<file path="src/sv/styled_line_pixel_generator_assert.svh">
// assertion macros for the styled line pixel generator
`ifndef STYLED_LINE_PIXEL_GENERATOR_ASSERT_SVH
`define STYLED_LINE_PIXEL_GENERATOR_ASSERT_SVH

`ifndef SYNTH

// same-cycle implication, checked on every rising edge out of reset
`define SLPG_ASSERT_NOW(label, ante, cons) \
    label: assert property (@(posedge i_clk) disable iff (!i_rst_n) (ante) |-> (cons)) \
        else $error("line pixel generator check failed");

// next-cycle implication
`define SLPG_ASSERT_NEXT(label, ante, cons) \
    label: assert property (@(posedge i_clk) disable iff (!i_rst_n) (ante) |=> (cons)) \
        else $error("line pixel generator check failed");

`else

`define SLPG_ASSERT_NOW(label, ante, cons)
`define SLPG_ASSERT_NEXT(label, ante, cons)

`endif

`endif

</file>
<file path="src/sv/slpg_pkg.sv">
// shared types and constants for the styled line pixel generator
package slpg_pkg;

    localparam int COORD_BITS  = 12;
    localparam int PATTERN_LEN = 16;
    localparam int PAT_IDX_W   = $clog2(PATTERN_LEN);
    localparam int COLOR_W     = 4;
    localparam int DIM_W       = 11;
    localparam int CFG_IDX_W   = 2;
    localparam int CFG_DATA_W  = 16;

    // register indexes of the configuration port
    localparam logic [CFG_IDX_W-1:0] CFG_DASH_PATTERN  = 2'd0;
    localparam logic [CFG_IDX_W-1:0] CFG_PEN_COLOR     = 2'd1;
    localparam logic [CFG_IDX_W-1:0] CFG_SCREEN_WIDTH  = 2'd2;
    localparam logic [CFG_IDX_W-1:0] CFG_SCREEN_HEIGHT = 2'd3;

    // request operations
    localparam logic OP_START = 1'b0;
    localparam logic OP_STEP  = 1'b1;

    // register reset values
    localparam logic [PATTERN_LEN-1:0] DASH_RESET   = 16'hFFFF;
    localparam logic [COLOR_W-1:0]     COLOR_RESET  = 4'd15;
    localparam logic [DIM_W-1:0]       WIDTH_RESET  = 11'd640;
    localparam logic [DIM_W-1:0]       HEIGHT_RESET = 11'd480;

    typedef struct packed {
        logic                         operation;
        logic signed [COORD_BITS-1:0] x_start;
        logic signed [COORD_BITS-1:0] y_start;
        logic signed [COORD_BITS-1:0] x_end;
        logic signed [COORD_BITS-1:0] y_end;
    } t_line_req;

    typedef struct packed {
        logic signed [COORD_BITS-1:0] pixel_x;
        logic signed [COORD_BITS-1:0] pixel_y;
        logic                         draw;
        logic [COLOR_W-1:0]           color;
        logic                         last;
    } t_pixel;

endpackage

</file>
<file path="src/sv/styled_line_pixel_generator.sv">
// styled line pixel generator: bresenham walker with dash pattern and screen clipping
// A start request loads both endpoints, rewinds the dash pattern and produces no
// pixel; every step request on an active line produces one pixel and advances the
// walk by one bresenham iteration, and the pixel at the second endpoint carries
// last and ends the line. Steps while no line is active are swallowed. The draw
// flag is set when the dash pattern bit for the pixel's position in the line is
// one and the pixel lies in 0 <= x < screen_width, 0 <= y < screen_height; the
// pen colour rides along on every pixel. Throughput is one request per clock:
// the line state registers feed a short add/compare path straight into the
// output register, and a new request is taken whenever that register is empty
// or is being drained in the same cycle, so the pixel of a step is presented in
// the cycle after the step is taken. Configuration writes are always accepted
// and should only be issued while the block is idle.
`include "styled_line_pixel_generator_assert.svh"

module styled_line_pixel_generator
    import slpg_pkg::*;
(
    input  logic                  i_clk,
    input  logic                  i_rst_n,
    // line requests
    input  logic                  i_req_valid,
    output logic                  o_req_ready,
    input  t_line_req             i_req,
    // pixel results
    output logic                  o_pix_valid,
    input  logic                  i_pix_ready,
    output t_pixel                o_pix,
    // configuration writes
    input  logic                  i_cfg_valid,
    output logic                  o_cfg_ready,
    input  logic [CFG_IDX_W-1:0]  i_cfg_index,
    input  logic [CFG_DATA_W-1:0] i_cfg_data
);

    localparam int ERR_W = COORD_BITS + 2;      // running error term
    localparam int E2_W  = COORD_BITS + 3;      // doubled error and its update
    localparam int CMP_W = (COORD_BITS > DIM_W) ? COORD_BITS : DIM_W;
    localparam logic [COORD_BITS-1:0] COORD_ONE = COORD_BITS'(1);
    localparam logic [PAT_IDX_W-1:0]  IDX_ONE   = PAT_IDX_W'(1);

    // configuration registers
    logic [PATTERN_LEN-1:0] r_dash;
    logic [COLOR_W-1:0]     r_color;
    logic [DIM_W-1:0]       r_width;
    logic [DIM_W-1:0]       r_height;

    // line walker state
    logic                         r_active;
    logic signed [COORD_BITS-1:0] r_walk_x;
    logic signed [COORD_BITS-1:0] r_walk_y;
    logic signed [COORD_BITS-1:0] r_target_x;
    logic signed [COORD_BITS-1:0] r_target_y;
    logic [COORD_BITS-1:0]        r_delta_x;
    logic [COORD_BITS-1:0]        r_delta_y;
    logic                         r_dir_x_neg;
    logic                         r_dir_y_neg;
    logic signed [ERR_W-1:0]      r_err;
    logic [PAT_IDX_W-1:0]         r_pat_idx;

    // output register
    logic   r_out_valid;
    t_pixel r_out;

    logic                         n_active;
    logic signed [COORD_BITS-1:0] n_walk_x;
    logic signed [COORD_BITS-1:0] n_walk_y;
    logic signed [ERR_W-1:0]      n_err;
    logic [PAT_IDX_W-1:0]         n_pat_idx;
    logic                         n_out_valid;
    t_pixel                       n_out;

    logic req_fire;
    logic is_start;
    logic is_emit;

    // start-side arithmetic
    logic                         st_x_less;
    logic                         st_y_less;
    logic signed [COORD_BITS:0]   st_dx_full;
    logic signed [COORD_BITS:0]   st_dy_full;
    logic [COORD_BITS-1:0]        st_dx;
    logic [COORD_BITS-1:0]        st_dy;
    logic signed [ERR_W-1:0]      st_err;

    // step-side arithmetic
    logic signed [E2_W-1:0] e2;
    logic signed [E2_W-1:0] dx_ext;
    logic signed [E2_W-1:0] dy_ext;
    logic signed [E2_W-1:0] err_upd;
    logic                   move_x;
    logic                   move_y;
    logic                   fin;
    logic                   on_screen;
    logic                   pat_bit;

    assign req_fire    = i_req_valid && o_req_ready;
    assign is_start    = req_fire && (i_req.operation == OP_START);
    assign is_emit     = req_fire && (i_req.operation == OP_STEP) && r_active;
    assign o_req_ready = !r_out_valid || i_pix_ready;
    assign o_cfg_ready = 1'b1;
    assign o_pix_valid = r_out_valid;
    assign o_pix       = r_out;

    // endpoint setup: absolute deltas, directions, initial error dx - dy
    always_comb begin
        st_x_less  = i_req.x_start < i_req.x_end;
        st_y_less  = i_req.y_start < i_req.y_end;
        st_dx_full = st_x_less
                   ? (COORD_BITS+1)'(i_req.x_end) - (COORD_BITS+1)'(i_req.x_start)
                   : (COORD_BITS+1)'(i_req.x_start) - (COORD_BITS+1)'(i_req.x_end);
        st_dy_full = st_y_less
                   ? (COORD_BITS+1)'(i_req.y_end) - (COORD_BITS+1)'(i_req.y_start)
                   : (COORD_BITS+1)'(i_req.y_start) - (COORD_BITS+1)'(i_req.y_end);
        st_dx      = st_dx_full[COORD_BITS-1:0];
        st_dy      = st_dy_full[COORD_BITS-1:0];
        st_err     = $signed({2'b00, st_dx}) - $signed({2'b00, st_dy});
    end

    // one bresenham iteration plus the per-pixel flags
    always_comb begin
        e2      = $signed({r_err, 1'b0});
        dx_ext  = $signed({3'b000, r_delta_x});
        dy_ext  = $signed({3'b000, r_delta_y});
        move_x  = e2 > -dy_ext;
        move_y  = e2 < dx_ext;
        err_upd = E2_W'(r_err) - (move_x ? dy_ext : '0) + (move_y ? dx_ext : '0);

        fin     = (r_walk_x == r_target_x) && (r_walk_y == r_target_y);
        pat_bit = r_dash[r_pat_idx];
        // negative coordinates are off screen, otherwise compare against the bounds
        on_screen = !r_walk_x[COORD_BITS-1] && !r_walk_y[COORD_BITS-1]
                 && (CMP_W'($unsigned(r_walk_x)) < CMP_W'(r_width))
                 && (CMP_W'($unsigned(r_walk_y)) < CMP_W'(r_height));
    end

    // next state of the walker
    always_comb begin
        n_active  = r_active;
        n_walk_x  = r_walk_x;
        n_walk_y  = r_walk_y;
        n_err     = r_err;
        n_pat_idx = r_pat_idx;
        if (is_start) begin
            n_active  = 1'b1;
            n_walk_x  = i_req.x_start;
            n_walk_y  = i_req.y_start;
            n_err     = st_err;
            n_pat_idx = '0;
        end else if (is_emit) begin
            if (fin) begin
                n_active = 1'b0;
            end else begin
                n_err     = err_upd[ERR_W-1:0];
                n_pat_idx = r_pat_idx + IDX_ONE;
                if (move_x) begin
                    n_walk_x = r_dir_x_neg ? r_walk_x - COORD_ONE : r_walk_x + COORD_ONE;
                end
                if (move_y) begin
                    n_walk_y = r_dir_y_neg ? r_walk_y - COORD_ONE : r_walk_y + COORD_ONE;
                end
            end
        end
    end

    // output register: load on an emitting step, drain on acceptance downstream
    always_comb begin
        n_out_valid   = r_out_valid && !i_pix_ready;
        n_out         = r_out;
        if (is_emit) begin
            n_out_valid   = 1'b1;
            n_out.pixel_x = r_walk_x;
            n_out.pixel_y = r_walk_y;
            n_out.draw    = pat_bit && on_screen;
            n_out.color   = r_color;
            n_out.last    = fin;
        end
    end

    // control and configuration state
    always_ff @(posedge i_clk) begin
        if (!i_rst_n) begin
            r_active    <= 1'b0;
            r_out_valid <= 1'b0;
            r_dash      <= DASH_RESET;
            r_color     <= COLOR_RESET;
            r_width     <= WIDTH_RESET;
            r_height    <= HEIGHT_RESET;
        end else begin
            r_active    <= n_active;
            r_out_valid <= n_out_valid;
            if (i_cfg_valid && o_cfg_ready) begin
                unique case (i_cfg_index)
                    CFG_DASH_PATTERN:  r_dash   <= i_cfg_data[PATTERN_LEN-1:0];
                    CFG_PEN_COLOR:     r_color  <= i_cfg_data[COLOR_W-1:0];
                    CFG_SCREEN_WIDTH:  r_width  <= i_cfg_data[DIM_W-1:0];
                    CFG_SCREEN_HEIGHT: r_height <= i_cfg_data[DIM_W-1:0];
                    default:           r_dash   <= r_dash;
                endcase
            end
        end
    end

    // datapath registers, only meaningful while a line is active or a pixel waits
    always_ff @(posedge i_clk) begin
        r_walk_x  <= n_walk_x;
        r_walk_y  <= n_walk_y;
        r_err     <= n_err;
        r_pat_idx <= n_pat_idx;
        r_out     <= n_out;
        if (is_start) begin
            r_target_x  <= i_req.x_end;
            r_target_y  <= i_req.y_end;
            r_delta_x   <= st_dx;
            r_delta_y   <= st_dy;
            r_dir_x_neg <= !st_x_less;
            r_dir_y_neg <= !st_y_less;
        end
    end

    // a start always leaves an active line with the pattern rewound
    `SLPG_ASSERT_NEXT(a_start_arms, is_start, r_active && (r_pat_idx == '0))
    // the final pixel of a line closes it
    `SLPG_ASSERT_NEXT(a_last_ends_line, is_emit && fin, !r_active && o_pix_valid && o_pix.last)
    // every step on an active line shows up as a pixel next cycle
    `SLPG_ASSERT_NEXT(a_step_emits, is_emit, o_pix_valid)
    // a request never lands on top of a stalled pixel
    `SLPG_ASSERT_NOW(a_no_overwrite, req_fire, !r_out_valid || i_pix_ready)

endmodule

</file>
<file path="config.mk">
export PLATFORM = sky130hd
export DESIGN_NAME = styled_line_pixel_generator
export DESIGN_NICKNAME = d
export VERILOG_FILES = /design/src/sv/slpg_pkg.sv /design/src/sv/styled_line_pixel_generator.sv
export VERILOG_INCLUDE_DIRS = /design/src /design/src/sv
export SDC_FILE = /design/constraint.sdc
export NUM_CORES = 1
export LEC_CHECK = 0
export BUFFER_PORTS_ARGS = -buffer_cell sky130_fd_sc_hd__buf_2
export CAP_MARGIN = 20
export CORE_MARGIN = 2
export CORE_UTILIZATION = 25
export DETAILED_ROUTE_END_ITERATION = 16
export HOLD_SLACK_MARGIN = 0.06
export SYNTH_ARGS = -nofsm -noshare
export SYNTH_HDL_FRONTEND = slang
export SYNTH_SLANG_ARGS = --single-unit
export TNS_END_PERCENT = 10
</file>
<file path="constraint.sdc">
create_clock -name i_clk -period 5.1 [get_ports i_clk]
set_input_delay 0.765 -clock i_clk [delete_from_list [all_inputs] [get_ports i_clk]]
set_output_delay 0.765 -clock i_clk [all_outputs]
set_load 0.05 [all_outputs]
</file>
==> results of run 1 <==
## through the flow
stage / hold WS, ps / total power, W / setup WS, ps
floorplan: 408 / 0.00457 / 67.6
global placement: 420 / 0.00599 / 7.47
finish: 442 / 0.00766 / 7.66
CTS: 438 / 0.00745 / 28.2
detailed placement: 420 / 0.00605 / -123
global route: 451 / 0.00825 / -220
## where the power goes
part	leakage [nW]	total (W)	switching [W]	internal, W
registers	1.49	0.00186	0.000141	0.00172
clock network	0.300	0.00134	0.000664	0.000677
logic	4.69	0.00445	0.00228	0.00218
## synthesized netlist by cell type, types with 6 or more instances
cell type	count
a21boi_0	21
buf_2	6
ha_1	140
nand2b_1	25
nand2_1	137
a21oi_1	75
nor2_1	72
a21o_1	28
xnor2_1	54
nor3_1	16
clkbuf_1	28
xor2_1	41
nand3_1	27
inv_1	148
edfxtp_1	118
o21a_1	17
dfxtp_1	48
fa_1	19
nor2b_1	12
nor4_1	10
a211oi_1	18
o21bai_1	8
nand4_1	11
mux2i_1	21
o211ai_1	17
o21ai_0	55
## cell families (layout without fill, tap and decap cells)
family	after synthesis	count (layout)	synth area share, %
mux	31	31	3.17
buf+inv	189	370	6.19
xor+xnor	97	97	7.18
flops	166	166	36.9
fa+ha+maj	159	159	17.5
compound gates	283	283	15.1
other cells	1	1	0.0307
simple gates	353	353	14.0
## critical path, stage by stage (launching register included)
cell	delay, ps
edfxtp_1	390
or4_4	590
buf_6	150
nor2_2	110
xor2_1	190
ha_1	290
a41o_1	190
a21oi_1	120
o211ai_1	110
xor2_1	170
buf_4	160
nor2_1	160
fa_1	440
inv_1	100
ha_4	200
nor2b_2	160
o2111ai_2	230
a21oi_2	100
or3_4	380
o41a_1	330
xnor2_1	160
o21ai_1	100
## repair_timing
| item | 4_1_cts | 5_1_grt |
|---|---|---|
| setup endpoints to repair | 7 | 8 |
| pin swaps | 0 | 15 |
| setup buffers | 0 | 2 |
| endpoints found under the hold margin | 0 | 0 |
| resized for setup | 5 | 23 |
## flip-flops by register name (all words and copies together), names as in the netlist, 4 cells and up
signal and cells:
r_dash 16, r_err 14, r_pat_idx 4, r_width 11
r_delta_x 12, r_walk_y 12, r_delta_y 12, r_height 11
r_walk_x 12, r_target_y 12, r_target_x 12, r_color 4
o_pix 30
## layout make-up
class / instances / area share, %
Clock inverter: 15 / 1.32
Inverter: 148 / 3.78
Multi-Input combinational cell: 924 / 48.0
Timing Repair Buffer: 190 / 8.16
Tap cell: 615 / 5.23
Sequential cell: 166 / 30.6
Clock buffer: 17 / 2.89
## layer usage
| metal | GRT usage, % | routed length (µm) | vias up |
|---|---|---|---|
| li1 | - | - | 4822 |
| met1 | 19.8 | 17200 | 4759 |
| met2 | 21.8 | 15500 | 203 |
| met3 | 2.33 | 1640 | 34 |
| met4 | 3.31 | 446 | 4 |
| met5 | 0 | 30 | - |
## cells in the final DEF (no fill, tap or decap), types with 4 or more instances in the layout
master / count
clkinv_8: 4
nand3_1: 27
or4b_1: 4
a21boi_0: 20
a21o_1: 28
nand2b_1: 25
buf_4: 83
xnor2_1: 54
o21ai_0: 54
buf_2: 103
nor4b_1: 5
mux2i_1: 21
a211o_1: 5
and3_1: 5
clkbuf_16: 17
nor3b_1: 5
fa_1: 19
edfxtp_1: 118
nand4_1: 11
xor2_1: 41
a21oi_1: 73
o22ai_1: 4
nor2b_1: 11
inv_1: 147
nor4_1: 6
dfxtp_1: 48
inv_8: 4
nor3_1: 14
a211oi_1: 18
o21bai_1: 8
nand2_1: 135
nor2_1: 70
o211ai_1: 17
ha_1: 138
o21a_1: 17
mux4_2: 5
## path summary, 6_finish.rpt
kind	from	to	slack (ps)	depth (start not counted)
max	r_delta_y[7]	r_err[12]	8	21
max reg2reg	r_delta_y[7]	r_err[12]	8	21
min reg2reg	r_color[0]	o_pix[1]	440	0
min	r_color[0]	o_pix[1]	440	0
==> impl_metrics.env, run 1 <==
export IMPL_status="complete, no violations"
export IMPL_drive_gt1_share_pct=18.4
export IMPL_final_cells=2075
export IMPL_grt_use_total_pct=13.9
export IMPL_synth_top_area_cell="edfxtp_1"
export IMPL_fin_util_pct=30.7
export IMPL_critPathKind="reg2reg"
export IMPL_synth_cell_types=72
export IMPL_yosysWarnings=0
export IMPL_cp_end_kind="register"
export IMPL_synth_area_top_cells="edfxtp_1, ha_1, dfxtp_1"
export IMPL_cts_hold_buf=0
export IMPL_finalWirelength_mm=34.8
export IMPL_grt_pass1_vias=9789
export IMPL_die_area_um2=50600
export IMPL_slew_violations=0
export IMPL_drv_cap=0
export IMPL_grt_setup_unrepaired="true"
export IMPL_crit_arrival_ps=5270
export IMPL_dp_hpwl_mm=28.0
export IMPL_grt_max_degree=45
export IMPL_clk_path_buf_depth=2
export IMPL_max_freq_mhz=196
export IMPL_yosys_area_top_type_share_pct=29.1
export IMPL_power_leakage_nw=6.48
export IMPL_start_util_pct=25.4
export IMPL_p_per_area_nw_per_um2=520
export IMPL_synth_seq_cells=166
export IMPL_antenna_found_initial=3
export IMPL_tightest_slew_ps=801
export IMPL_drt_iter0_drc=779
export IMPL_start_kind="register"
export IMPL_ys_flop_type="edfxtp_1"
export IMPL_n_antenna_cell=0
export IMPL_cts_tree="built"
export IMPL_setup_viol_count_final=0
export IMPL_dr_total_vias=9822
export IMPL_syn_inst=1279
export IMPL_die_h_um=225
export IMPL_placed_area_um2=14000
export IMPL_io_pins=105
export IMPL_clkTransAtPathRegs_ps=80
export IMPL_core_area_um2=47900
export IMPL_cts_made_buffers=17
export IMPL_grt_ovfl_total=0
export IMPL_final_area_um2=14700
export IMPL_final_fill_count=4933
export IMPL_multi_input_area_um2=7070
export IMPL_cts_root_buffer="clkbuf_16"
export IMPL_regArea_um2=4500
export IMPL_crit_path_max_fanout=5
export IMPL_syn_num_nets=1510
export IMPL_syn_area_per_cell_um2=9.54
export IMPL_hold_viol_final=0
export IMPL_h_tree_depth=4
export IMPL_gp_congestion=0.864
export IMPL_cp_required_ps=5280
export IMPL_portBuffers=103
export IMPL_fin_setup_tns_ps=0
export IMPL_hp_class="reg2reg"
export IMPL_synthArstFlopShare_pct=0
export IMPL_skew_ps=12.6
export IMPL_vias_per_cell=4.73
export IMPL_rows=80
export IMPL_insertion_delay_ps=440
export IMPL_place_inst=2041
export IMPL_area_growth_pct=20.7
export IMPL_die_x_um=225
export IMPL_fin_nets=1678
export IMPL_relSlewSlack_pct=45.2
export IMPL_finalCriticalPeriod_ps=5090
export IMPL_drtAntennaViolNets=0
export IMPL_grt_pass1_wl_mm=54.5
export IMPL_post_route_drc_count=0
export IMPL_syn_area_um2=12200
export IMPL_synth_edf_count=118
export IMPL_fin_crit_sh_pct=99.8
export IMPL_synth_yosys_seq_area_share_pct=36.9
export IMPL_wl_per_cell_um=16.8
export IMPL_clkSinkCount=166
export IMPL_dr_pass1_iters=5
export IMPL_irDropWorstVdd_uv=390
No activity file was read; power rests on OpenSTA's default activity.
==> inputs of run 2 (changes only) <==
Clock period 5.1 ns to 4.8 ns, I/O delays scaled along.
==> impl_metrics.env, run 2 (same netlist as run 1, synthesis figures left out) <==
export IMPL_worst_slack_ps=-207
export IMPL_io_pins=105
export IMPL_core_area_um2=47900
export IMPL_clkSinkCount=166
export IMPL_grt_setup_unrepaired="true"
export IMPL_status="complete, but fails checks"
export IMPL_grt_ovfl_total=0
export IMPL_grt_pass1_vias=9777
export IMPL_area_growth_pct=24.1
export IMPL_drv_cap=0
export IMPL_wl_per_cell_um=16.7
export IMPL_finalWirelength_mm=35.4
export IMPL_cpPeakStageDelay_ps=450
export IMPL_crit_arrival_ps=5300
export IMPL_gp_congestion=0.874
export IMPL_cts_hold_buf=0
export IMPL_crit_chain="nor4_4 -> nand2_2 -> xnor2_2 -> ha_1 -> and3_1 -> a221o_1 -> o21ai_1 -> o211ai_1 -> xor2_1 -> buf_4 -> buf_4 -> nor3_4 -> fa_1 -> buf_4 -> fa_2 -> nor2b_4 -> o2111ai_2 -> nand2_1 -> a21o_1 -> a211oi_1 -> or4_1 -> o21ai_0"
export IMPL_crit_top_cell="buf_4"
export IMPL_hold_worst_slack_ps=438
export IMPL_vias_per_cell=4.68
export IMPL_largest_register_ffs=30
export IMPL_die_x_um=225
export IMPL_cts_tree="built"
export IMPL_start_util_pct=25.4
export IMPL_violations="setup timing"
export IMPL_dp_hpwl_mm=28.4
export IMPL_p_per_area_nw_per_um2=556
export IMPL_cp_required_ps=5090
export IMPL_power_leakage_nw=6.71
export IMPL_fin_util_pct=31.6
export IMPL_grt_max_degree=54
export IMPL_die_area_um2=50600
export IMPL_clk_path_buf_depth=2
export IMPL_drive_gt1_share_pct=21.4
export IMPL_final_fill_count=4928
export IMPL_grt_use_total_pct=14.2
export IMPL_skew_ps=12.3
export IMPL_cts_made_buffers=17
export IMPL_slew_violations=0
export IMPL_hp_class="reg2reg"
export IMPL_grt_pass1_wl_mm=55.6
export IMPL_max_freq_mhz=200
export IMPL_clkTransAtPathRegs_ps=80
export IMPL_cpMaxStageDelayCell="fa_1"
export IMPL_final_common_cell="inv_1"
export IMPL_critPathKind="reg2reg"
export IMPL_dr_total_vias=9952
export IMPL_irDropWorstVdd_uv=391
export IMPL_drt_iter0_drc=647
export IMPL_insertion_delay_ps=450
export IMPL_h_tree_depth=4
export IMPL_finalCriticalPeriod_ps=5010
export IMPL_die_h_um=225
export IMPL_start_kind="register"
export IMPL_drtAntennaViolNets=0
export IMPL_crit_path_max_fanout=6
export IMPL_cts_root_buffer="clkbuf_16"
export IMPL_rows=80
export IMPL_portBuffers=103
export IMPL_tightest_slew_ps=804
export IMPL_relSlewSlack_pct=46.4
export IMPL_antenna_found_initial=3
export IMPL_post_route_drc_count=0
export IMPL_cp_end_kind="register"
export IMPL_dr_pass1_iters=5
export IMPL_setup_viol_count_final=7
export IMPL_hold_viol_final=0
export IMPL_fin_nets=1724
export IMPL_mostFrequentLayoutCells="inv_1, ha_1, nand2_1, buf_4, edfxtp_1"
export IMPL_fin_crit_sh_pct=104
-- run 2: cell count changes in the layout (fill, tap and decap cells not counted), sizes merged --
cell,previous run,this run
diode,0,4
clkinvlp,0,1
clkinv,7,6
buf,190,236
inv,156,155
bufinv,0,1
-- run 2: layout make-up --
type                       instances  area, µm²  share of cell area, %
timing repair buffer             236       1540                   10.2
tap                              615        769                   5.08
sequential                       166       4500                   29.8
clock buffer                      17        425                   2.81
antenna                            4       10.0                 0.0661
multi-input combinational        924       7130                   47.1
clock inverter                    15        199                   1.31
inverter                         148        557                   3.68
-- run 2: per-layer routing --
layer / routed length [µm] / global-route usage [%]
met5: 13 / 0
met2: 15500 / 21.8
met1: 17500 / 20.8
met4: 342 / 2.71
met3: 2070 / 2.46
-- run 2: worst max-delay path: cells and delay by family, from the launching register on --
kind / cells / cell delay [ps]
xor+xnor: 2 / 330
buf+inv: 3 / 470
compound gates: 7 / 960
simple gates: 7 / 1520
fa+ha+maj: 3 / 1160
flops: 1 / 430
-- run 2: final timing paths --
check / from / endpoint / slack (ps) / depth (start not counted)
setup / recovery: r_delta_y[3] / r_err[8] / -210 / 22
hold / removal: r_color[1] / o_pix[2] / 440 / 0
setup reg to reg: r_delta_y[3] / r_err[8] / -210 / 22
hold reg to reg: r_color[1] / o_pix[2] / 440 / 0
-- run 2: power by group --
| group | internal (W) | total [W] | switching, W |
|---|---|---|---|
| clock network | 0.000758 | 0.00147 | 0.000716 |
| logic | 0.00245 | 0.00497 | 0.00252 |
| registers | 0.00183 | 0.00197 | 0.000143 |
| total | 0.00503 | 0.00842 | 0.00338 |
-- run 2: per-stage QoR --
step	area, µm²	setup TNS, ps	std cells	total power [W]	worst slack, ps
floorplan	12300	-44.5	1279	0.00496	-44.5
finish	15100	-807	2125	0.00842	-207
global route	15100	-3470	2121	0.00907	-526
global placement	14300	-1290	2082	0.00653	-261
CTS	15100	-309	2117	0.00832	-179
detailed placement	14300	-2390	2082	0.00659	-401
-- run 2: repair_timing --
item,4_1_cts,5_1_grt
endpoints found under the setup margin,10,9
resized for setup,23,6
pin swaps,14,3
setup buffers,3,4
cloned,0,0
==> inputs of run 3 (changes only) <==
Settings changed: SETUP_SLACK_MARGIN set to 0.3.
==> impl_metrics.env, run 3 (same netlist as run 1, synthesis figures left out) <==
export IMPL_grt_max_degree=54
export IMPL_p_sw_w=0.00338
export IMPL_tightest_slew_ps=825
export IMPL_worstReg2RegStart="r_delta_y[3]"
export IMPL_power_w=0.00841
export IMPL_place_inst=2082
export IMPL_place_ws_ps=-401
export IMPL_setup_viol_count_final=7
export IMPL_area_growth_pct=24.0
export IMPL_crit_path_max_fanout=6
export IMPL_final_fill_count=4930
export IMPL_clkTransAtPathRegs_ps=80
export IMPL_met2_usage_pct=21.9
export IMPL_vias_per_cell=4.70
export IMPL_final_common_cell="inv_1"
export IMPL_antenna_found_initial=3
export IMPL_startpoint="r_delta_y[3]"
export IMPL_switching_share_pct=40.2
export IMPL_worst_slack_ps=-187
export IMPL_hp_class="reg2reg"
export IMPL_grt_use_total_pct=14.2
export IMPL_power_leakage_nw=6.71
export IMPL_clkSinkCount=166
export IMPL_pwr_share_comb_pct=59.1
export IMPL_grt_ovfl_total=0
export IMPL_die_h_um=225
export IMPL_insertion_delay_ps=450
export IMPL_violations="setup timing"
export IMPL_final_cells=2123
export IMPL_start_kind="register"
export IMPL_drt_iter0_drc=637
export IMPL_mostFrequentLayoutCells="inv_1, ha_1, nand2_1, buf_4, edfxtp_1"
export IMPL_dp_hpwl_mm=28.4
export IMPL_crit_arrival_ps=5160
export IMPL_cts_hold_buf=0
export IMPL_slew_violations=0
export IMPL_skew_ps=11.9
export IMPL_intPower_w=0.00503
export IMPL_post_route_drc_count=0
export IMPL_grt_use_met1_pct=20.8
export IMPL_p_seq_share_pct=23.4
export IMPL_reg2reg_depth=21
export IMPL_cp_end_kind="register"
export IMPL_start_util_pct=25.4
export IMPL_multi_input_area_um2=7120
export IMPL_gp_congestion=0.874
export IMPL_finalWirelength_mm=35.4
export IMPL_regArea_um2=4500
export IMPL_cp_required_ps=4970
export IMPL_cts_tree="built"
export IMPL_finalCriticalPeriod_ps=4990
export IMPL_dr_total_vias=9976
export IMPL_max_freq_mhz=201
export IMPL_fin_util_pct=31.6
export IMPL_grt_busiest_layer="met2"
export IMPL_grt_pass1_wl_mm=55.7
export IMPL_h_tree_depth=4
export IMPL_drive_gt1_share_pct=21.4
export IMPL_critPathKind="reg2reg"
export IMPL_grt_setup_unrepaired="true"
export IMPL_drtAntennaViolNets=0
export IMPL_io_pins=105
export IMPL_wl_per_cell_um=16.7
export IMPL_fin_crit_sh_pct=104
export IMPL_rows=80
export IMPL_grt_use_met3_pct=2.46
export IMPL_p_per_area_nw_per_um2=556
export IMPL_relSlewSlack_pct=45.0
export IMPL_largest_register_ffs=30
export IMPL_core_area_um2=47900
export IMPL_die_x_um=225
export IMPL_drv_cap=0
export IMPL_holdPathStages=0
export IMPL_pwr_share_clk_pct=17.5
export IMPL_cts_made_buffers=17
export IMPL_die_area_um2=50600
export IMPL_fin_nets=1724
export IMPL_portBuffers=103
export IMPL_clk_path_buf_depth=2
export IMPL_rrSetupSlack_ps=-190
export IMPL_status="complete, but fails checks"
export IMPL_dr_pass1_iters=5
export IMPL_irDropWorstVdd_uv=393
export IMPL_cts_root_buffer="clkbuf_16"
export IMPL_hold_viol_final=0
export IMPL_hold_path_startpoint="r_color[1]"
export IMPL_grt_pass1_vias=9800
run 3: worst max-delay path, cell delays in order (launching register included):
cell	delay [ps]
edfxtp_1	430
nor4_4	340
nand2_2	170
xnor2_2	170
ha_1	290
and3_1	170
a221o_1	290
o21ai_1	130
o211ai_1	120
xor2_1	150
buf_4	170
buf_6	120
nor2_2	40
fa_1	550
inv_2	50
ha_4	240
and2_4	160
a22o_1	210
or3_4	370
o41a_1	330
xnor2_1	140
o21ai_1	80
run 3: stage by stage:
stage	setup TNS (ps)	instance area (µm²)	hold slack, ps
2_1_floorplan	-44.5	12300	408
3_3_place_gp	-1290	14300	416
3_5_place_dp	-2390	14300	418
4_1_cts	-280	15100	437
5_1_grt	-3360	15100	459
6_report	-747	15100	436
run 3: worst paths after layout:
| path | endpoint |
|---|---|
| max | r_err[12] |
| min | o_pix[2] |
| max reg2reg | r_err[12] |
| min reg2reg | o_pix[2] |
run 3: repair_timing:
| item | CTS | global route |
|---|---|---|
| endpoints found under the setup margin | 12 | 11 |
| gates resized for setup | 24 | 4 |
| pin swaps | 15 | 3 |
| setup buffers | 3 | 4 |
run 3: power by group through the flow:
stage	combinational [W]	sequential, W	clock, W
after global placement	0.00453	0.00200	0
after CTS	0.00487	0.00197	0.00150
after detailed placement	0.00459	0.00201	0
final	0.00497	0.00197	0.00147
after global routing	0.00553	0.00199	0.00155
after floorplan	0.00299	0.00197	0
run 3: metal layers:
layer / routed length, µm / vias to the layer above
li1: - / 4927
met1: 17400 / 4801
met2: 15600 / 226
met3: 2060 / 20
met4: 328 / 2
met5: 13 / -
run 3: area by class of cell:
cell class                      instances  area share (%)
Clock buffer                           17            2.81
Multi-Input combinational cell        924            47.1
Tap cell                              615            5.09
Inverter                              148            3.68
Timing Repair Buffer                  236            10.2
Antenna cell                            2          0.0331
Clock inverter                         15            1.32
Sequential cell                       166            29.8
